<file path="src/sv/polynomial_with_derivatives_defines.svh">
// Assertion helpers; the using scope provides clk and rst_n.
`ifndef POLYNOMIAL_WITH_DERIVATIVES_DEFINES_SVH
`define POLYNOMIAL_WITH_DERIVATIVES_DEFINES_SVH

// Same-cycle implication.
`define PWD_ASSERT_NOW(label, ante, cons, msg) \
    label: assert property (@(posedge clk) disable iff (!rst_n) (ante) |-> (cons)) \
        else $error(msg);

// Next-cycle implication.
`define PWD_ASSERT_NEXT(label, ante, cons, msg) \
    label: assert property (@(posedge clk) disable iff (!rst_n) (ante) |=> (cons)) \
        else $error(msg);

`endif

</file>
<file path="src/sv/pwd_pkg.sv">
package pwd_pkg;

    function automatic int fall_fact(input int k, input int d);
        int w;
        w = 1;
        for (int i = 0; i < d; i++)
        begin
            w = w * (k - i);
        end
        return w;
    endfunction

    localparam int FRAC_BITS   = 24;
    localparam int NUM_COEFS   = 8;
    localparam int NUM_DERIVS  = 5;
    localparam int TIME_W      = 27;
    localparam int COEF_W      = 32;
    localparam int OUT_W       = 48;
    localparam int REG_IDX_W   = $clog2(NUM_COEFS);
    localparam int APB_ADDR_W  = REG_IDX_W + 2;
    localparam int APB_DATA_W  = 32;

    localparam int POW_W       = FRAC_BITS + (NUM_COEFS - 1) * (TIME_W - FRAC_BITS);
    localparam int POW_LO_W    = (POW_W + 1) / 2;
    localparam int POW_HI_W    = POW_W - POW_LO_W;
    localparam int WEIGHT_W    = $clog2(fall_fact(NUM_COEFS - 1, NUM_DERIVS - 1) + 1);
    localparam int LANE_PROD_W = COEF_W + POW_W + 1;
    localparam int ACC_W       = COEF_W + POW_W + WEIGHT_W + $clog2(NUM_COEFS) + 1;

    typedef logic [TIME_W-1:0]         time_t;
    typedef logic [POW_W-1:0]          pow_t;
    typedef logic signed [ACC_W-1:0]   acc_t;
    typedef acc_t [NUM_DERIVS-1:0]     acc_vec_t;
    typedef logic [COEF_W-1:0]         coef_t;
    typedef coef_t [NUM_COEFS-1:0]     coef_vec_t;
    typedef logic signed [OUT_W-1:0]   deriv_t;

    typedef struct packed {
        time_t    time_value;
        pow_t     power;
        acc_vec_t acc;
    } cell_word_t;

    localparam pow_t   POW_ONE = pow_t'(1) << FRAC_BITS;
    localparam deriv_t OUT_MAX = {1'b0, {(OUT_W - 1){1'b1}}};
    localparam deriv_t OUT_MIN = {1'b1, {(OUT_W - 1){1'b0}}};

endpackage

</file>
<file path="src/sv/pwd_result_if.sv">
interface pwd_result_if;
    import pwd_pkg::*;

    logic   valid;
    logic   ready;
    deriv_t position_value;
    deriv_t first_derivative;
    deriv_t second_derivative;
    deriv_t third_derivative;
    deriv_t fourth_derivative;
    logic   overflow_flag;

    modport source (
        output valid,
        output position_value,
        output first_derivative,
        output second_derivative,
        output third_derivative,
        output fourth_derivative,
        output overflow_flag,
        input  ready
    );
    modport sink (
        input  valid,
        input  position_value,
        input  first_derivative,
        input  second_derivative,
        input  third_derivative,
        input  fourth_derivative,
        input  overflow_flag,
        output ready
    );
endinterface

</file>
<file path="src/sv/pwd_out_stage.sv">
`include "polynomial_with_derivatives_defines.svh"

module pwd_out_stage (
    input  logic              clk,
    input  logic              rst_n,
    input  logic              in_valid,
    output logic              in_ready,
    input  pwd_pkg::acc_vec_t in_acc,
    pwd_result_if.source      result
);
    import pwd_pkg::*;

    logic   valid_reg, valid_next;
    logic   en;
    acc_t   shifted [NUM_DERIVS];
    logic   fits [NUM_DERIVS];
    deriv_t deriv_reg [NUM_DERIVS];
    deriv_t deriv_next [NUM_DERIVS];
    logic   ovf_reg, ovf_next;

    assign en       = !valid_reg || result.ready;
    assign in_ready = en;

    always_comb
    begin
        valid_next = en ? in_valid : valid_reg;
    end

    // drop the extra fraction bits, then clamp to the output range
    always_comb
    begin
        ovf_next = 1'b0;
        for (int d = 0; d < NUM_DERIVS; d++)
        begin
            shifted[d] = $signed(in_acc[d]) >>> FRAC_BITS;
            fits[d]    = (&shifted[d][ACC_W-1:OUT_W-1]) || !(|shifted[d][ACC_W-1:OUT_W-1]);
            if (fits[d])
            begin
                deriv_next[d] = shifted[d][OUT_W-1:0];
            end
            else if (shifted[d][ACC_W-1])
            begin
                deriv_next[d] = OUT_MIN;
            end
            else
            begin
                deriv_next[d] = OUT_MAX;
            end
            ovf_next = ovf_next || !fits[d];
        end
    end

    always_ff @(posedge clk or negedge rst_n)
    begin
        if (!rst_n)
        begin
            valid_reg <= 1'b0;
        end
        else
        begin
            valid_reg <= valid_next;
        end
    end

    always_ff @(posedge clk)
    begin
        if (en)
        begin
            deriv_reg <= deriv_next;
            ovf_reg   <= ovf_next;
        end
    end

    assign result.valid             = valid_reg;
    assign result.position_value    = deriv_reg[0];
    assign result.first_derivative  = deriv_reg[1];
    assign result.second_derivative = deriv_reg[2];
    assign result.third_derivative  = deriv_reg[3];
    assign result.fourth_derivative = deriv_reg[4];
    assign result.overflow_flag     = ovf_reg;

    `PWD_ASSERT_NOW(a_flag_at_bound, result.valid && result.overflow_flag, deriv_reg[0] == OUT_MAX || deriv_reg[0] == OUT_MIN || deriv_reg[1] == OUT_MAX || deriv_reg[1] == OUT_MIN || deriv_reg[2] == OUT_MAX || deriv_reg[2] == OUT_MIN || deriv_reg[3] == OUT_MAX || deriv_reg[3] == OUT_MIN || deriv_reg[4] == OUT_MAX || deriv_reg[4] == OUT_MIN, "overflow flagged with no clamped output")
    `PWD_ASSERT_NEXT(a_word_presented, in_valid && in_ready, result.valid, "accepted sum not presented")

endmodule

</file>
<file path="src/flat_wrapper.sv">
// flat-port wrapper written by rule: the top's interface ports become plain ports
module pwd_out_stage_flat import pwd_pkg::*;
  (clk, rst_n, in_valid, in_ready, in_acc, result_valid, result_position_value, result_first_derivative, result_second_derivative, result_third_derivative, result_fourth_derivative, result_overflow_flag, result_ready);
  pwd_result_if result_i ();
  input  logic clk;
  input  logic rst_n;
  input  logic in_valid;
  output logic in_ready;
  input  pwd_pkg::acc_vec_t in_acc;
  output wire logic [$bits(result_i.valid)-1:0] result_valid;
  output wire logic [$bits(result_i.position_value)-1:0] result_position_value;
  output wire logic [$bits(result_i.first_derivative)-1:0] result_first_derivative;
  output wire logic [$bits(result_i.second_derivative)-1:0] result_second_derivative;
  output wire logic [$bits(result_i.third_derivative)-1:0] result_third_derivative;
  output wire logic [$bits(result_i.fourth_derivative)-1:0] result_fourth_derivative;
  output wire logic [$bits(result_i.overflow_flag)-1:0] result_overflow_flag;
  input wire logic [$bits(result_i.ready)-1:0] result_ready;
  assign result_valid = result_i.valid;
  assign result_position_value = result_i.position_value;
  assign result_first_derivative = result_i.first_derivative;
  assign result_second_derivative = result_i.second_derivative;
  assign result_third_derivative = result_i.third_derivative;
  assign result_fourth_derivative = result_i.fourth_derivative;
  assign result_overflow_flag = result_i.overflow_flag;
  assign result_i.ready = result_ready;
  pwd_out_stage u_core (.clk(clk), .rst_n(rst_n), .in_valid(in_valid), .in_ready(in_ready), .in_acc(in_acc), .result(result_i));
endmodule
</file>
<file path="config.mk">
export PLATFORM = sky130hd
export DESIGN_NAME = pwd_out_stage_flat
export DESIGN_NICKNAME = d
export VERILOG_FILES = /design/src/sv/pwd_pkg.sv /design/src/sv/pwd_result_if.sv /design/src/sv/pwd_out_stage.sv /design/src/flat_wrapper.sv
export VERILOG_INCLUDE_DIRS = /design/src /design/src/sv
export SDC_FILE = /design/constraint.sdc
export NUM_CORES = 1
export LEC_CHECK = 0
export BUFFER_PORTS_ARGS = -buffer_cell sky130_fd_sc_hd__buf_2
export CORE_AREA = 4 4 268 270
export DETAILED_ROUTE_END_ITERATION = 12
export DIE_AREA = 0 0 272 274
export MAX_ROUTING_LAYER = met4
export PLACE_DENSITY = 0.35
export SYNTH_ARGS = -nofsm -noshare
export SYNTH_HDL_FRONTEND = slang
export SYNTH_SLANG_ARGS = --single-unit
</file>
<file path="constraint.sdc">
create_clock -name clk -period 12.5 [get_ports clk]
set_clock_uncertainty 0.1 [all_clocks]
set_input_delay 1.875 -clock clk [delete_from_list [all_inputs] [get_ports clk]]
set_output_delay 1.875 -clock clk [all_outputs]
set_load 0.1 [all_outputs]
</file>
# ---- Word-level counts from Yosys, hierarchy flattened
# Cells that the tools add are included.
dict set report op_classes {
  muxes 10
  n_reduce_logical 31
}
# operator count
set ops {}
lappend ops {{$mux 48} 10}
lappend ops {{$reduce_and 20->1} 5}
lappend ops {{$reduce_or 20->1} 5}
lappend ops {{$logic_not 1->1} 11}
lappend ops {{$logic_or 1x1->1} 10}
dict set report totals {
  reg_bits 242
  input_bits 459
}

# ---- Depth between registers and ports, before layout
# Gate-level depths: netlist (run 1).
dict set report depth {
  word_depth 8
  depth_mapped 7
}

# ---- Worst setup path before layout (run 1)
# No wires, ideal clock.
dict set report synth_path {
  kind {input -> output}
  start {in result_ready}
  end {out in_ready}
  arrival_ns 8.360
  required_time_ns 10.525
  slack_ns 2.165
  stages 1
  path_buffers 0
  cell_sequence {nand2b_1}
}
dict set report synth_via {
  elab_chain_cells 1
}
# item line
set synth_rtl {}
lappend synth_rtl {{start: declaration} flat_wrapper.sv:17} ;# input wire logic [$bits(result_i.ready)-1:0] result_ready;
lappend synth_rtl {{$logic_or 1x1->1} pwd_out_stage.sv:21} ;# assign en = !valid_reg || result.ready;
lappend synth_rtl {{end: declaration} flat_wrapper.sv:8} ;# output logic in_ready;
# No other way between the ends.

# ---- Worst setup path in the final report (run 1)
# Ends and elaborated chain as after synthesis.

==> results of run 1 <==
synthesized netlist by cell type:
| master | n | area share (%) |
|---|---|---|
| nor4_1 | 26 | 1.6 |
| edfxtp_1 | 241 | 72 |
| nor2_1 | 6 | 0.22 |
| a21o_1 | 47 | 3.5 |
| o21ai_1 | 10 | 0.50 |
| o21ai_0 | 178 | 8.9 |
| nand3_1 | 5 | 0.25 |
| dfrtp_1 | 1 | 0.25 |
| clkbuf_2 | 3 | 0.15 |
| buf_6 | 5 | 0.56 |
| nor3_1 | 5 | 0.25 |
| nand4_1 | 25 | 1.6 |
| buf_2 | 18 | 0.90 |
| inv_1 | 188 | 7.0 |
| nand2b_1 | 6 | 0.37 |
| a2bb2o_2 | 1 | 0.11 |
| a2bb2oi_2 | 1 | 0.15 |
| buf_4 | 4 | 0.30 |
| clkbuf_1 | 25 | 0.93 |
| a2bb2oi_1 | 3 | 0.26 |
| nand2_1 | 6 | 0.22 |
final cells by class:
class / instances / area, um2
timing repair buffer: 594 / 3010
clock inverter: 16 / 160
clock buffer: 41 / 898
inverter: 188 / 706
tap: 940 / 1180
fill: 7665 / 54400
multi-input combinational: 319 / 1880
sequential: 242 / 7260
antenna: 5 / 12.5
per-layer routing:
layer	up-vias	routed length, um
met1	3901	15100
met3	44	4330
met5	-	0
met4	0	714
met2	372	18900
li1	3965	-
worst paths after layout:
kind	cells after the start	from	to
min in group clk	2	u_core.result.valid	u_core.result.valid
min	1	rst_n	u_core.result.valid
min reg2reg	2	u_core.result.valid	u_core.result.valid
max reg2reg	3	u_core.result.valid	u_core.result.position_value[0]
max	3	result_ready	in_ready
max in group asynchronous	1	rst_n	u_core.result.valid
kinds of logic after synthesis:
kind of cell           synth area share [%]
buffers and inverters                  9.86
flip-flops                             72.3
AO/OA/AOI/OAI                          13.4
AND/OR/NAND/NOR                        4.49
power breakdown:
part           switching [mW]  internal, mW  total [mW]  leakage [nW]
Clock                   0.370         0.572       0.942         0.511
Combinational           0.508        0.0906       0.599          4.00
Sequential             0.0133         0.962       0.975          2.43
==> out/metrics.cfg, run 1 <==
[global_routing]
top_usage_layer = met2
grt-ovfl-total = 0
met2_usage_pct = 16.8
grt_max_degree = 74
met3_usage_pct = 4.70
grt_pass1_wl_um = 55100
antenna_found_initial = 8
grt_pass1_vias = 8726
met1_usage_pct = 10.8
groute.usage.overall_pct = 10.0

[layout]
area_growth_pct = 50.2
final_util_pct = 21.7
post-route-cell-area_um2 = 15100
nets = 1838
drive_above_1_share_pct = 46.2
layout_commonest_cell = buf_2
instances_no_fill = 2345
layout_common_cells = buf_2, edfxtp_1, inv_1, o21ai_0, a21o_1

[timing]
rsz0062_at_grt = no
worst_slack_ns = 7.21
finalHoldViolations = 0
hold_slack_ns = 1.02
timing.final.crit_share_pct = 42.3
fmax_mhz = 189
tns_ns = 0
setup_violations = 0
worstMarginPinSlew_ns = 1.12
slew_headroom_pct = 24.9
fin_crit_ns = 5.29
maxSlewViolCount = 0

[route]
dr.pass1.iters = 4
avgViaCountPerCell = 3.53
drc = 0
ant_nets = 0
totalWireLength_um = 39000
vias = 8282
drtIter0Drc = 338
wire_per_inst_um = 16.6

[floorplan]
die_h_um = 274
core_area_um2 = 69500
pin_count = 702
core.rowCount = 97
die_area_um2 = 74500
die_w_um = 272
start_util_pct = 14.5

[setup_path]
cp-end-kind = output pin
arrival_ns = 3.32
cp_top_family = simple AND/OR/NAND/NOR gates
cpMostUsedCell = buf_2
crit_path_start_kind = input pin
crit_fanout = 61
r2r_slack_ns = 9.19
slowest_stage = nand2b_4
critPathKind = in -> out
path_buf_inv = 2
cp.required_ns = 10.52
critPathMaxStageDelay_ns = 0.76
path_cells = buf_2, nand2b_4, buf_2

[power_and_ir_drop]
ir_drop_uv = 80.3
power_leakage_nw = 6.94
power.density_nw_per_um2 = 167
p_total_mw = 2.52

[min_path]
hold_class = in -> async

[placed_design]
post-dp-hpwl_um = 28300
pre_cts_slack_ns = 7.15
dp.cells = 2283
io_buffers = 581
gp_congestion = 0.830
dpl_cell_area_um2 = 14000

[synthesis]
synth_seq_area_share_pct = 72.3
syn_area_um2 = 10100
syn_nets = 1263
yosysUniqueCellTypes = 21
synth.yosys.warnings = 0
synth-seq-cells = 242
syn_inst = 804
syn_area_per_cell_um2 = 12.5

[clock_network]
cts.hold.buffers_added = 0
cts.sinks = 242
root_buffer = clkbuf_16
path_clk_slew_ns = 0.05
tritoncts = yes
cts_buffers = 34
worstSkewPairLatency_ns = 0.52
postCtsSetupRepairBufs = 0
cts_resized = 0
clockBufferDepth = 3
htree_levels = 2

[outcome]
status = completed

[flow_run]
drv_cap = 0

No activity file was read; power rests on OpenSTA's default activity.
==> inputs of run 2 (changes only) <==
CORE_AREA = 4 4 269 271   (was 4 4 268 270)
DIE_AREA = 0 0 273 275   (was 0 0 272 274)
PLACE_DENSITY = 0.34   (was 0.35)
clock period = 5.1 ns   (was 12.5 ns; I/O delays follow)
==> out/metrics.cfg, run 2 (synthesis results as in run 1) <==
[setup_path]
r2r_start = u_core.result.valid
r2r-end = u_core.result.position_value[47]
critPathMaxStageDelay_ns = 0.67  ; -0.09 ns
cp-end-kind = flip-flop
cp.required_ns = 5.21  ; -5.31 ns
path_cells = buf_2, nor4_1, nand3_1, a2bb2oi_4, nand2b_1, buf_4, o21ai_0
reg2reg_depth = 2  ; -1
critPathKind = in -> reg
crit_fanout = 26  ; -57%
r2r_slack_ns = 3.10  ; -6.09 ns
crit_path_start = in_acc[268]
arrival_ns = 2.89  ; -0.43 ns
crit_path_start_kind = input pin
slowest_stage = nand2b_1
worstSetupEndpoint = u_core.result.second_derivative[16]

[timing]
worstMarginPinSlew_ns = 1.15  ; +0.0225 ns
fin_crit_ns = 2.78
finalHoldViolations = 0  ; unchanged
setup_violations = 0  ; unchanged
fmax_mhz = 359
rsz0062_at_grt = no
slew_headroom_pct = 23.4  ; -1.5 points
timing.final.crit_share_pct = 54.6
tns_ns = 0  ; unchanged
maxSlewViolCount = 0  ; unchanged

[route]
totalWireLength_um = 39900  ; +2.4%
dr.pass1.iters = 4  ; unchanged
avgViaCountPerCell = 3.57  ; +1.1%
ant_nets = 0  ; unchanged
vias = 8388  ; +1.3%
wire_per_inst_um = 17.0  ; +2.2%
drc = 0  ; unchanged
drtIter0Drc = 309  ; -8.6%

[global_routing]
grt-ovfl-total = 0  ; unchanged
grt_max_degree = 105  ; +42%
antenna_found_initial = 6  ; -2
grt_pass1_wl_um = 55700  ; +1.1%
groute.usage.overall_pct = 10.2  ; +0.11 points
grt_pass1_vias = 8719  ; -0.080%

[layout]
nets = 1840  ; +0.11%
fill_cells = 7714  ; +0.64%
final_util_pct = 21.7  ; -0.061 points
layout_common_cells = buf_2, edfxtp_1, inv_1, o21ai_0, a21o_1
drive_above_1_share_pct = 45.9  ; -0.31 points
layout_commonest_cell = buf_2
area_growth_pct = 50.3  ; about the same

[clock_network]
cts_buffers = 34  ; unchanged
root_buffer = clkbuf_16
postCtsSetupRepairBufs = 0  ; unchanged
worstSkewPairLatency_ns = 0.52  ; about the same
cts.hold.buffers_added = 1  ; +1
tritoncts = yes
htree_levels = 2  ; unchanged
path_clk_slew_ns = 0.06  ; about the same
cts_resized = 0  ; unchanged
cts.sinks = 242  ; unchanged
clockBufferDepth = 3  ; unchanged

[placed_design]
gp_congestion = 0.789  ; -4.9%
post-dp-hpwl_um = 29900  ; +5.6%
io_buffers = 581  ; unchanged

[power_and_ir_drop]
power.density_nw_per_um2 = 405  ; +140%
power_leakage_nw = 6.94  ; about the same
ir_drop_uv = 204  ; +150%
p_total_mw = 6.12  ; +140%

[floorplan]
core_area_um2 = 69800  ; +0.35%
core.rowCount = 97  ; unchanged
die_area_um2 = 75100  ; +0.73%
die_w_um = 273  ; +0.37%
die_h_um = 275  ; +0.36%
pin_count = 702  ; unchanged
start_util_pct = 14.4  ; -0.050 points

[min_path]
hold_class = in -> reg

[flow_run]
drv_cap = 0  ; unchanged

[outcome]
status = completed

==> run 2: cell types whose count changed in the layout (fill, tap and decap cells not counted) <==
cell,delta
nand2b_1,-1
clkbuf_1,+5
buf_12,+1
clkinv_1,+2
clkinv_4,-1
nand2b_2,+1
bufinv_16,-1
dlygate4sd3_1,+1
clkinv_2,-2
==> run 2: how the worst min path moves through the flow <==
stage	to	slack, ns	depth (start not counted)	start
2_1_floorplan	u_core.result.valid	0.37	0	rst_n
3_3_place_gp	u_core.result.valid	0.44	1	rst_n
3_5_place_dp	u_core.result.valid	0.44	1	rst_n
4_1_cts	u_core.result.third_derivative[47]	0.30	1	in_acc[363]
5_1_grt	u_core.result.third_derivative[47]	0.32	1	in_acc[363]
6_report	u_core.result.fourth_derivative[47]	0.36	1	in_acc[454]
==> run 2: routing by layer <==
metal / up-vias / share of wire (%) / GRT usage [%]
li1: 3976 / - / -
met1: 3953 / 39 / 11.1
met2: 405 / 48 / 17.1
met3: 54 / 10 / 3.99
met4: 0 / 2.4 / 3.17
met5: - / 0 / -
==> run 2: through the flow <==
step,hold slack [ns],area (um2),worst slack [ns],instances
2_1_floorplan,0.369,10100,0.0616,804
3_3_place_gp,0.441,14100,1.75,2284
3_5_place_dp,0.443,14100,1.71,2284
4_1_cts,0.303,15100,2.26,2345
5_1_grt,0.324,15100,2.17,2349
6_report,0.363,15100,2.32,2350
==> run 2: where the power goes <==
group / internal [mW] / leakage (nW) / switching [mW]
registers: 2.36 / 2.43 / 0.0326
logic: 0.225 / 4.01 / 1.25
clock network: 1.36 / 0.494 / 0.902
total: 3.94 / 6.94 / 2.18
==> run 2: critical path, delay by kind of cell <==
kind	cells	cell delay, ns
AOI/OAI and AO/OA	2	0.44
buffers and inverters	2	0.49
and+or+nand+nor	3	1.18
==> run 2: area by class of cell <==
| cell class | count | area [um2] | share of cell area [%] |
|---|---|---|---|
| sequential | 242 | 7260 | 48.1 |
| timing repair buffer | 596 | 3040 | 20.1 |
| multi-input combinational | 319 | 1880 | 12.5 |
| tap | 940 | 1180 | 7.78 |
| clock buffer | 46 | 917 | 6.07 |
| inverter | 188 | 706 | 4.67 |
| clock inverter | 14 | 119 | 0.787 |
| antenna | 5 | 12.5 | 0.0828 |
